## config.mk

```make
export PLATFORM = sky130hd
export DESIGN_NAME = reliable_link_reorder_and_keepalive_unit
export DESIGN_NICKNAME = d
export VERILOG_FILES = /design/src/rtl/core/rlrk_pkg.sv /design/src/rtl/core/rlrk_front.sv /design/src/rtl/core/rlrk_back.sv /design/src/rtl/core/rlrk_rsp_queue.sv /design/src/rtl/core/reliable_link_reorder_and_keepalive_unit.sv
export SDC_FILE = /design/constraint.sdc
export NUM_CORES = 2
export LEC_CHECK = 0
export ABC_AREA = 1
export BUFFER_PORTS_ARGS = -buffer_cell sky130_fd_sc_hd__buf_2
export CORE_AREA = 10 10 411 493
export CTS_CLUSTER_SIZE = 28
export DETAILED_ROUTE_END_ITERATION = 8
export DIE_AREA = 0 0 421 503
export PLACE_DENSITY_LB_ADDON = 0.2
export SLEW_MARGIN = 20
export SYNTH_ARGS = -nofsm -noshare
export SYNTH_HDL_FRONTEND = slang
export SYNTH_SLANG_ARGS = --single-unit
export TNS_END_PERCENT = 1
```

## constraint.sdc

```tcl
create_clock -name clock -period 13 [get_ports clock]
set_clock_uncertainty 0.2 [all_clocks]
set_input_delay 0.65 -clock clock [delete_from_list [all_inputs] [get_ports clock]]
set_output_delay 0.65 -clock clock [all_outputs]
set_load 0.02 [all_outputs]
```

## src/rtl/core/rlrk_pkg.sv

```systemverilog
// Shared types and constants for the reliable link reorder and keepalive unit.
`timescale 1ns / 1ps
package rlrk_pkg;
   localparam int WINDOW_SLOTS = 32;
   localparam int SLOT_BITS = $clog2(WINDOW_SLOTS);
   localparam int CSR_COUNT = 6;
   localparam int CSR_INDEX_BITS = 3;

   localparam logic [1:0] OP_SEND = 2'd0;
   localparam logic [1:0] OP_RECV = 2'd1;
   localparam logic [1:0] OP_TICK = 2'd2;

   localparam logic [1:0] KIND_SENT = 2'd0;
   localparam logic [1:0] KIND_DELIVER = 2'd1;
   localparam logic [1:0] KIND_CLOSED = 2'd2;
   localparam logic [1:0] KIND_REJECT = 2'd3;

   localparam logic [CSR_INDEX_BITS-1:0] CSR_DATA_CMD = 3'd0;
   localparam logic [CSR_INDEX_BITS-1:0] CSR_CONFIRM_CMD = 3'd1;
   localparam logic [CSR_INDEX_BITS-1:0] CSR_HEARTBEAT_CMD = 3'd2;
   localparam logic [CSR_INDEX_BITS-1:0] CSR_GOODBYE_CMD = 3'd3;
   localparam logic [CSR_INDEX_BITS-1:0] CSR_HEARTBEAT_IDLE = 3'd4;
   localparam logic [CSR_INDEX_BITS-1:0] CSR_RECV_TIMEOUT = 3'd5;

   typedef struct packed {
      logic [1:0] opcode;
      logic header_complete;
      logic [7:0] packet_command;
      logic [31:0] packet_sequence;
      logic [15:0] payload_tag;
   } req_type;

   typedef struct packed {
      logic [1:0] result_kind;
      logic [7:0] out_command;
      logic [31:0] out_sequence;
      logic [15:0] out_tag;
      logic last_of_run;
   } rsp_type;

   typedef struct packed {
      logic [7:0] data_cmd;
      logic [7:0] confirm_cmd;
      logic [7:0] heartbeat_cmd;
      logic [7:0] goodbye_cmd;
      logic [7:0] heartbeat_idle;
      logic [7:0] recv_timeout;
   } cfg_type;

   typedef enum logic [2:0] {
      CLS_SEND, CLS_REJECT, CLS_DATA, CLS_GOODBYE, CLS_OTHER, CLS_TICK
   } cls_type;

   typedef struct packed {
      logic valid;
      cls_type cls;
      logic [31:0] seq;
      logic [15:0] tag;
   } job_type;

   typedef enum logic [2:0] {
      ST_IDLE, ST_EMIT, ST_TICK, ST_SCAN, ST_CONFIRM, ST_DELIVER
   } state_type;
endpackage

```

## src/rtl/core/rlrk_front.sv

```systemverilog
// Request queue and classification of incoming requests.
`timescale 1ns / 1ps
module rlrk_front import rlrk_pkg::*; (
   input  logic clock,
   input  logic reset,
   input  cfg_type cfg,
   input  logic req_push,
   input  req_type req_data,
   output logic req_full,
   output job_type job,
   input  logic job_take
);
   job_type slot_ff [2];
   logic wr_ptr_ff, rd_ptr_ff;
   logic [1:0] count_ff;
   job_type cls_job;
   logic accept, drop;

   always_comb begin
      cls_job.valid = 1'b1;
      cls_job.seq = req_data.packet_sequence;
      cls_job.tag = req_data.payload_tag;
      drop = 1'b0;
      case (req_data.opcode)
         OP_SEND: cls_job.cls = CLS_SEND;
         OP_RECV: begin
            if (!req_data.header_complete) cls_job.cls = CLS_REJECT;
            else if (req_data.packet_command == cfg.data_cmd) cls_job.cls = CLS_DATA;
            else if (req_data.packet_command == cfg.goodbye_cmd) cls_job.cls = CLS_GOODBYE;
            else cls_job.cls = CLS_OTHER;
         end
         OP_TICK: cls_job.cls = CLS_TICK;
         default: begin
            cls_job.cls = CLS_OTHER;
            drop = 1'b1;
         end
      endcase
   end

   assign req_full = (count_ff == 2'd2);
   assign accept = req_push && !req_full;
   assign job = (count_ff != 2'd0) ? slot_ff[rd_ptr_ff] : '0;

   always_ff @(posedge clock) begin
      if (accept && !drop) slot_ff[wr_ptr_ff] <= cls_job;
      if (reset) begin
         wr_ptr_ff <= 1'b0;
         rd_ptr_ff <= 1'b0;
         count_ff <= 2'd0;
      end else begin
         if (accept && !drop) wr_ptr_ff <= !wr_ptr_ff;
         if (job_take) rd_ptr_ff <= !rd_ptr_ff;
         count_ff <= count_ff + 2'(accept && !drop) - 2'(job_take);
      end
   end
endmodule

```

## src/rtl/core/rlrk_back.sv

```systemverilog
// Link engine: send numbering, receive window, confirm advance, keepalive timers.
`timescale 1ns / 1ps
module rlrk_back import rlrk_pkg::*; (
   input  logic clock,
   input  logic reset,
   input  cfg_type cfg,
   input  job_type job,
   output logic job_take,
   output logic emit_valid,
   output rsp_type emit_data,
   input  logic emit_room
);
   state_type state_ff, state_in;
   logic [31:0] next_ff, mark_ff, old_ff, pos_ff;
   logic [SLOT_BITS-1:0] steps_ff;
   logic any_ff, zero_ff, hb_ff, to_ff, watch_ff;
   logic [7:0] sidle_ff, ridle_ff;
   logic [WINDOW_SLOTS-1:0] valid_ff;
   logic [15:0] tag_ff [WINDOW_SLOTS];
   rsp_type res_ff, res_in;

   logic fire, adv, got_zero, in_win;
   logic [31:0] pos_next, gap;
   logic [SLOT_BITS-1:0] probe, pos_slot;
   logic [7:0] s_inc, r_inc;

   assign job_take = (state_ff == ST_IDLE) && job.valid;
   assign fire = emit_valid && emit_room;
   assign probe = mark_ff[SLOT_BITS-1:0] + SLOT_BITS'(1);
   assign adv = (steps_ff != SLOT_BITS'(WINDOW_SLOTS - 1)) && (mark_ff != '1) && valid_ff[probe];
   assign pos_next = pos_ff + 32'd1;
   assign pos_slot = pos_next[SLOT_BITS-1:0];
   assign gap = job.seq - mark_ff;
   assign got_zero = (mark_ff == '0) && (job.seq == '0);
   assign in_win = (job.seq > mark_ff) && (gap < 32'(WINDOW_SLOTS));
   assign s_inc = (sidle_ff == 8'hFF) ? sidle_ff : sidle_ff + 8'd1;
   assign r_inc = (ridle_ff == 8'hFF) ? ridle_ff : ridle_ff + 8'd1;

   always_comb begin
      res_in = '0;
      res_in.last_of_run = 1'b1;
      case (job.cls)
         CLS_SEND: begin
            res_in.result_kind = KIND_SENT;
            res_in.out_command = cfg.data_cmd;
            res_in.out_sequence = next_ff;
            res_in.out_tag = job.tag;
         end
         CLS_REJECT: res_in.result_kind = KIND_REJECT;
         default: res_in.result_kind = KIND_CLOSED;
      endcase
   end

   always_comb begin
      state_in = state_ff;
      emit_valid = 1'b0;
      emit_data = '0;
      unique case (state_ff)
         ST_IDLE: begin
            if (job_take) begin
               case (job.cls) inside
                  CLS_SEND, CLS_REJECT, CLS_GOODBYE: state_in = ST_EMIT;
                  CLS_DATA: state_in = ST_SCAN;
                  CLS_TICK: state_in = ST_TICK;
                  default: state_in = ST_IDLE;
               endcase
            end
         end
         ST_EMIT: begin
            emit_valid = 1'b1;
            emit_data = res_ff;
            if (emit_room) state_in = ST_IDLE;
         end
         ST_TICK: begin
            if (hb_ff) begin
               emit_valid = 1'b1;
               emit_data.result_kind = KIND_SENT;
               emit_data.out_command = cfg.heartbeat_cmd;
               emit_data.last_of_run = !to_ff;
               if (emit_room && !to_ff) state_in = ST_IDLE;
            end else if (to_ff) begin
               emit_valid = 1'b1;
               emit_data.result_kind = KIND_CLOSED;
               emit_data.last_of_run = 1'b1;
               if (emit_room) state_in = ST_IDLE;
            end else begin
               state_in = ST_IDLE;
            end
         end
         ST_SCAN: begin
            if (!adv) state_in = any_ff ? ST_CONFIRM : ST_IDLE;
         end
         ST_CONFIRM: begin
            emit_valid = 1'b1;
            emit_data.result_kind = KIND_SENT;
            emit_data.out_command = cfg.confirm_cmd;
            emit_data.out_sequence = mark_ff;
            emit_data.last_of_run = !zero_ff && (mark_ff == old_ff);
            if (emit_room) state_in = emit_data.last_of_run ? ST_IDLE : ST_DELIVER;
         end
         ST_DELIVER: begin
            emit_valid = 1'b1;
            emit_data.result_kind = KIND_DELIVER;
            if (zero_ff) begin
               emit_data.out_tag = tag_ff[0];
               emit_data.last_of_run = (pos_ff == mark_ff);
            end else begin
               emit_data.out_sequence = pos_next;
               emit_data.out_tag = tag_ff[pos_slot];
               emit_data.last_of_run = (pos_next == mark_ff);
            end
            if (emit_room && emit_data.last_of_run) state_in = ST_IDLE;
         end
         default: state_in = ST_IDLE;
      endcase
   end

   always_ff @(posedge clock) begin
      if (reset) state_ff <= ST_IDLE;
      else state_ff <= state_in;
   end

   always_ff @(posedge clock) begin
      if (job_take && job.cls == CLS_DATA && (got_zero || in_win))
         tag_ff[job.seq[SLOT_BITS-1:0]] <= job.tag;
      if (job_take) begin
         res_ff <= res_in;
         old_ff <= mark_ff;
         pos_ff <= mark_ff;
         steps_ff <= '0;
         any_ff <= (|valid_ff) || got_zero || in_win;
      end
      if (state_ff == ST_SCAN && adv) steps_ff <= steps_ff + SLOT_BITS'(1);
      if (state_ff == ST_DELIVER && fire && !zero_ff) pos_ff <= pos_next;
      if (reset) begin
         next_ff <= '0;
         mark_ff <= '0;
         valid_ff <= '0;
         sidle_ff <= '0;
         ridle_ff <= '0;
         watch_ff <= 1'b0;
         hb_ff <= 1'b0;
         to_ff <= 1'b0;
         zero_ff <= 1'b0;
      end else begin
         if (job_take) begin
            case (job.cls) inside
               CLS_SEND: begin
                  next_ff <= next_ff + 32'd1;
                  sidle_ff <= '0;
                  if (!watch_ff) begin
                     watch_ff <= 1'b1;
                     ridle_ff <= '0;
                  end
               end
               CLS_DATA, CLS_GOODBYE, CLS_OTHER: begin
                  watch_ff <= 1'b1;
                  ridle_ff <= '0;
                  if (job.cls == CLS_DATA) begin
                     zero_ff <= got_zero;
                     if (got_zero || in_win) valid_ff[job.seq[SLOT_BITS-1:0]] <= 1'b1;
                  end
               end
               CLS_TICK: begin
                  hb_ff <= (s_inc > cfg.heartbeat_idle);
                  sidle_ff <= (s_inc > cfg.heartbeat_idle) ? 8'd0 : s_inc;
                  to_ff <= watch_ff && (r_inc > cfg.recv_timeout);
                  if (watch_ff) begin
                     if (r_inc > cfg.recv_timeout) begin
                        watch_ff <= 1'b0;
                        ridle_ff <= '0;
                     end else begin
                        ridle_ff <= r_inc;
                     end
                  end
               end
               default: ;
            endcase
         end
         if (state_ff == ST_TICK && fire) begin
            if (hb_ff) hb_ff <= 1'b0;
            else to_ff <= 1'b0;
         end
         if (state_ff == ST_SCAN && adv) mark_ff <= mark_ff + 32'd1;
         if (state_ff == ST_DELIVER && fire) begin
            if (zero_ff) begin
               zero_ff <= 1'b0;
               valid_ff[0] <= 1'b0;
            end else begin
               valid_ff[pos_slot] <= 1'b0;
            end
         end
      end
   end
endmodule

```

## src/rtl/core/rlrk_rsp_queue.sv

```systemverilog
// Two-entry result queue towards the response side.
`timescale 1ns / 1ps
module rlrk_rsp_queue import rlrk_pkg::*; (
   input  logic clock,
   input  logic reset,
   input  logic wr_valid,
   input  rsp_type wr_data,
   output logic wr_room,
   output logic rsp_empty,
   output rsp_type rsp_data,
   input  logic rsp_pop
);
   rsp_type slot_ff [2];
   logic wr_ptr_ff, rd_ptr_ff;
   logic [1:0] count_ff;
   logic wr, rd;

   assign wr_room = (count_ff != 2'd2);
   assign wr = wr_valid && wr_room;
   assign rsp_empty = (count_ff == 2'd0);
   assign rd = rsp_pop && !rsp_empty;
   assign rsp_data = slot_ff[rd_ptr_ff];

   always_ff @(posedge clock) begin
      if (wr) slot_ff[wr_ptr_ff] <= wr_data;
      if (reset) begin
         wr_ptr_ff <= 1'b0;
         rd_ptr_ff <= 1'b0;
         count_ff <= 2'd0;
      end else begin
         if (wr) wr_ptr_ff <= !wr_ptr_ff;
         if (rd) rd_ptr_ff <= !rd_ptr_ff;
         count_ff <= count_ff + 2'(wr) - 2'(rd);
      end
   end
endmodule

```

## src/rtl/core/reliable_link_reorder_and_keepalive_unit.sv

```systemverilog
// Top level of the reliable link reorder and keepalive unit.
//  channel   ports                               handshake
//  request   req_push, req_full, req_data        push && !full
//  response  rsp_empty, rsp_pop, rsp_data        pop && !empty
//  csr       csr_write_enable, csr_index, csr_wdata  write_enable
// A data header first walks the confirm window, one step per cycle and at most
// WINDOW_SLOTS-1 steps, then writes its results into the result queue, one per cycle
// while the queue has room.
// Reset is synchronous and empties both queues; a full result queue stalls the engine
// while the request queue keeps taking requests until it fills.
`timescale 1ns / 1ps
module reliable_link_reorder_and_keepalive_unit import rlrk_pkg::*; (
   input  logic clock,
   input  logic reset,
   input  logic req_push,
   input  req_type req_data,
   output logic req_full,
   output logic rsp_empty,
   output rsp_type rsp_data,
   input  logic rsp_pop,
   input  logic csr_write_enable,
   input  logic [CSR_INDEX_BITS-1:0] csr_index,
   input  logic [7:0] csr_wdata
);
   cfg_type cfg_ff;
   job_type job;
   logic job_take, emit_valid, emit_room;
   rsp_type emit_data;

   always_ff @(posedge clock) begin
      if (reset) begin
         cfg_ff.data_cmd <= 8'd0;
         cfg_ff.confirm_cmd <= 8'd1;
         cfg_ff.heartbeat_cmd <= 8'd2;
         cfg_ff.goodbye_cmd <= 8'd3;
         cfg_ff.heartbeat_idle <= 8'd10;
         cfg_ff.recv_timeout <= 8'd30;
      end else if (csr_write_enable) begin
         unique case (csr_index)
            CSR_DATA_CMD: cfg_ff.data_cmd <= csr_wdata;
            CSR_CONFIRM_CMD: cfg_ff.confirm_cmd <= csr_wdata;
            CSR_HEARTBEAT_CMD: cfg_ff.heartbeat_cmd <= csr_wdata;
            CSR_GOODBYE_CMD: cfg_ff.goodbye_cmd <= csr_wdata;
            CSR_HEARTBEAT_IDLE: cfg_ff.heartbeat_idle <= csr_wdata;
            CSR_RECV_TIMEOUT: cfg_ff.recv_timeout <= csr_wdata;
            default: ;
         endcase
      end
   end

   rlrk_front u_front (
      .clock(clock), .reset(reset), .cfg(cfg_ff),
      .req_push(req_push), .req_data(req_data), .req_full(req_full),
      .job(job), .job_take(job_take)
   );

   rlrk_back u_back (
      .clock(clock), .reset(reset), .cfg(cfg_ff),
      .job(job), .job_take(job_take),
      .emit_valid(emit_valid), .emit_data(emit_data), .emit_room(emit_room)
   );

   rlrk_rsp_queue u_rsp_queue (
      .clock(clock), .reset(reset),
      .wr_valid(emit_valid), .wr_data(emit_data), .wr_room(emit_room),
      .rsp_empty(rsp_empty), .rsp_data(rsp_data), .rsp_pop(rsp_pop)
   );
endmodule

```

---- After elaboration in Yosys (flattened, before gate mapping) ----
Memory sizes are Yosys's and may differ from the RTL's. A register that Yosys moved wholly into a read port is not among the register bits.
Index checks and enable logic that the tools add are counted.
cells by class
  $add $sub $neg .......................... 12
  $lt $le $gt $ge ......................... 9
  eq/ne operators ......................... 35
  mux-type cells .......................... 99
  bitwise gates (word level) .............. 3
  reduce and logical (&&, ||, !) cells .... 61
operators by type and width
  operator                                                                number
  32-bit 2-to-1 mux                                                       10
  8-bit 2-to-1 mux                                                        13
  32-bit by 1-bit adder with 32-bit output (second input constant)        3
  32-bit equality test                                                    3
  32-bit one-hot mux with 3 select lines                                  1
  32-bit logical NOT                                                      2
  52-bit 2-to-1 mux                                                       1
  1-bit 2-to-1 mux                                                        40
  3-bit 2-to-1 mux                                                        13
  17-bit 2-to-1 mux                                                       2
  32-bit AND                                                              1
  32-bit greater-than comparator                                          1
  32-bit by 6-bit < comparator with 1-bit output (second input constant)  1
  32-bit inequality test (second input constant)                          1
  32-bit NOT                                                              1
  32-bit bitwise OR                                                       1
  16-bit one-hot mux with 2 select lines                                  1
  32-bit OR reduction                                                     1
  32-bit subtractor                                                       1
  31-bit 2-to-1 mux                                                       1
  8-bit one-hot mux with 3 select lines                                   1
  1-bit logical AND                                                       21
  3-bit by 2-bit equality test with 1-bit output (second input constant)  6
  3-bit equality test (second input constant)                             6
  other kinds (37)                                                        87
storage, ports and cells
  register bits ........................... 303
  memory bits (writable) .................. 732
  input port bits ......................... 75
  output and inout port bits .............. 61
  logic and storage cells ................. 252
  memories kept ........................... 3
memory list
  memory               words  width  rd ports  clocked after memory_dff  write ports  line                  RTL
  u_back.tag_ff        32     16     2         0                         1            rlrk_back.sv:19       logic [15:0] tag_ff [WINDOW_SLOTS];
  u_rsp_queue.slot_ff  2      59     1         1                         1            rlrk_rsp_queue.sv:13  rsp_type slot_ff [2];
  u_front.slot_ff      2      51     1         1                         1            rlrk_front.sv:13      job_type slot_ff [2];

---- Depth between registers and ports, before layout ----
  depth in word-level cells ............... 16
  gate-level depth with buffers ........... 27

---- Modules after synthesis ----
A second synthesis with hierarchy kept.
second synthesis, totals
  cells, all modules ...................... 5035
  area total of the unflattened synthesis .. 48665.4 sq um
modules (own cells, without submodules)
  module                                    times used  cells an instance  area an instance (sq um)  seq. area each (sq um)
  rlrk_back                                 1           4145               37843.8                   21600.7
  rlrk_rsp_queue                            1           222                4550.6                    3643.5
  rlrk_front                                1           391                4372.9                    3163.0
  reliable_link_reorder_and_keepalive_unit  1           277                1898.1                    960.9

---- Worst setup path before layout ----
No wires, ideal clock.
  kind .................................... reg2reg
  start ................................... reg with a tool-made name
  end ..................................... mem u_back.tag_ff[0][0], enable pin
  arrival ................................. 3.681 ns
  path slack .............................. 8.730 ns
  stages on the path, launching flop included .. 23
  path buffers ............................ 3
  clock period less this slack ............ 4.270 ns
  path through ............................ dfxtp_1 buf_4 inv_2 buf_2 nor2_1 nor3_2 ha_1 or2_1 and2_1 nand2_1 nand2_1 nand2_1 nand3_1 nand2_1 inv_1 nor2_1 nand4_1 nor2_1 nand4_1 nand2_4 nand2_2 buf_6 nor2_1
RTL lines
  item           line
  end, declared  rlrk_back.sv:19

==> impl_metrics.py <==
metrics = {
    "run_status": {
        "outcome": "finished, final reports clean",
    },
    "placed_design": {
        "io_buffers": 135,
        "dp_slack_ps": 6470,
        "place_area_um2": 51800,
        "dp_hpwl_mm": 114,
        "place_congestion": 0.876,
    },
    "setup_path": {
        "critPathRequiredTime_ps": 13170,
        "crit_type": "register to register",
        "cp-start-kind": "register",
        "arrival_ps": 6530,
        "crit_fanout": 52,
        "end_kind": "register",
    },
    "timing": {
        "slew_violations": 0,
        "worst_hold_slack_ps": 62.6,
        "rsz0062_at_grt": "no",
        "min_period_ps": 6360,
        "setup_viol": 0,
        "timing.final.crit_share": 0.489,
        "tightest_slew_ps": 1100,
        "fin_tns_setup_ps": 0,
        "setup_slack_ps": 6640,
        "max_freq_ghz": 0.157,
        "max-slew-margin-rel": 0.264,
        "finalHoldViolCount": 0,
    },
    "synthesis": {
        "syn-num-nets": 4981,
        "yosys_warnings": 0,
        "synthArstFlopShare": 0,
        "syn_inst": 4839,
        "synth-simple-area-share": 0.185,
        "synth_cell_type_count": 64,
        "synth_top_cell_by_area": "edfxtp_1",
        "synth_top_cell_area_share": 0.539,
        "netlist_area_um2": 47900,
        "synth_top_flop_cell": "edfxtp_1",
        "ys_top_cells_by_count": "nand2_1 (939), edfxtp_1 (860), nor2_1 (705)",
        "synth-adder-area-share": 0.0175,
        "ys_ff_latch": 1037,
        "synth_seq_area_share": 0.613,
        "synth_top_family_by_area": "simple AND/OR/NAND/NOR gates",
        "synthTopCellsByArea": "edfxtp_1 (54%), dfxtp_1 (7.4%), nand2_1 (7.4%)",
        "synth_most_common_cell": "nand2_1",
        "synth_area_per_cell_um2": 9.90,
        "synthMuxAreaShare": 0.0143,
        "synth-compound-area-share": 0.110,
        "synth_edf_count": 860,
        "synth_xor_area_frac": 0.0113,
    },
    "clock_tree": {
        "holdBufCountCts": 47,
        "cts.clk_slew.worst_paths_ps": 60,
        "numClockSinks": 1037,
        "cts_setup_buffers": 0,
        "clockBufferDepth": 3,
        "clock_latency_ps": 770,
        "cts_buffers": 117,
        "ctsResizeCount": 0,
        "h-tree-depth": 3,
        "cts_tree": "built",
        "cts_root_buf": "clkbuf_16",
    },
    "pwr": {
        "ir_drop_uv": 131,
        "p_leak_nw": 20.0,
        "powerDensity_nw_per_um2": 224,
    },
    "grt": {
        "grt_pass1_vias": 35200,
        "grt_first_pass_wirelength_mm": 240,
        "antenna_found_initial": 4,
        "grt_max_degree": 103,
        "overflow": 0,
        "grt_usage": 0.149,
    },
    "final_layout": {
        "seq_area_um2": 29400,
        "multi_input_area_um2": 16400,
        "syn_to_final_growth_pct": 17.1,
        "fin_area_um2": 56100,
        "num-fill-cells": 20200,
        "final_layout_size_suffix_gt1_frac": 0.109,
        "final_nets": 5164,
        "fin_util": 0.291,
    },
    "die": {
        "coreArea_um2": 193000,
        "row_count": 177,
        "die_w_um": 421,
        "io_pins": 136,
        "dieHeight_um": 503,
        "start_util": 0.248,
        "dieArea_um2": 212000,
    },
    "drt": {
        "detail-route-antenna-nets": 0,
        "routed_wl_mm": 164,
        "viasPerCell": 4.63,
        "drtIter0Drc": 2548,
        "wl_per_cell_um": 21.3,
        "vias": 35800,
        "first_pass_iters": 6,
        "drc": 0,
    },
    "run": {
        "cap_violations": 0,
    },
    "hold_path": {
        "hp-class": "input port to register",
    },
}
==> metal layers <==
metal	up-vias	part of all wire	track usage
met3	194	0.038	0.0190
met5	-	0.00022	0
met4	6	0.025	0.0420
met2	756	0.51	0.274
met1	17500	0.42	0.183
li1	17300	-	-
==> worst paths after layout <==
kind	to	startpoint	cells after the start	slack (ps)
max	u_back.tag_ff[25][1]$_DFFE_PP_	register	24	6640
min	cfg_ff[39]$_SDFFE_PP0P_	csr_wdata[7]	3	60
max reg2reg	u_back.tag_ff[25][1]$_DFFE_PP_	register	24	6640
min reg2reg	register	u_rsp_queue.rd_ptr_ff$_SDFFE_PP0P_	1	260
==> cell families (layout without fill, tap and decap cells) <==
group | after synthesis | after routing
adder cells (fa/ha/maj) | 67 | 67
flip-flops | 1037 | 1037
AO/OA/AOI/OAI | 936 | 936
XOR/XNOR | 62 | 62
multiplexers | 61 | 61
other | 0 | 5
buffers and inverters | 589 | 873
AND/OR/NAND/NOR | 2087 | 2087
==> registers in the layout, summed over array words and instances, names as in the netlist, 48 cells and up, named ones only <==
register and cells:
u_front.slot_ff 102, cfg_ff 48, u_back.res_ff 58, u_rsp_queue.slot_ff 118, u_back.tag_ff 512
==> power by group <==
part	switching, mW	leakage, nW	internal (mW)	total [mW]
registers	0.208	9.40	4.24	4.45
logic	3.57	8.74	1.29	4.85
clock network	1.43	1.84	1.86	3.28
==> final cells by class <==
cell class,count,area share
Sequential cell,1037,0.524
Clock buffer,164,0.0575
Inverter,382,0.0258
Multi-Input combinational cell,3213,0.292
Clock inverter,56,0.0102
Tap cell,2595,0.0579
Timing Repair Buffer,271,0.0324
Antenna cell,5,0.000223
==> worst max-delay path: stages, from the launching register on <==
cell	delay (ps)
dfxtp_2	300
buf_4	270
inv_2	750
nor2_1	120
nor3_2	460
ha_1	370
nand2_1	130
inv_1	50
nand2_1	60
nand2_1	70
inv_1	70
nand2_1	100
nand2_1	90
nand2_1	90
nand2_1	70
nand2_1	50
nor2_1	90
nand2_1	80
nor2_1	100
nand2_1	60
nor2_1	100
nand4_1	260
nand2_4	410
nand2_2	530
nor2_2	950
==> placed cells by master, fill, tap and decap left out, types with 8 or more instances in the layout <==
cell type	synthesis	layout
edfxtp_1	860	860
clkbuf_1	151	35
mux2_2	61	61
nand3_1	182	181
a221oi_1	32	32
nor2_4	3	9
nand2_1	939	939
a211oi_1	8	8
clkinv_1	18	33
a21oi_1	211	211
dfxtp_1	177	174
nor3_2	7	23
nand3b_1	9	9
nor2_2	13	22
clkinv_2	0	21
nor3_1	56	40
xnor2_1	12	12
nor2_1	705	690
nor4_1	50	50
o221ai_1	26	26
inv_2	11	9
clkbuf_16	0	117
buf_4	3	89
clkbuf_8	0	12
o22ai_1	123	123
ha_1	67	66
dlygate4sd3_1	0	47
o21ai_0	454	454
nand4_1	79	79
o211ai_1	35	35
inv_1	353	352
xor2_1	50	50
buf_2	22	135
==> metrics by stage <==
| stage | total power, mW | instances |
|---|---|---|
| final | 12.6 | 7723 |
| after global routing | 13.4 | 7718 |
| after floorplan | 7.47 | 4839 |
| after CTS | 12.8 | 7718 |
| after detailed placement | 9.43 | 7451 |
| after global placement | 9.44 | 7451 |
(Power assumes the default switching activity.)
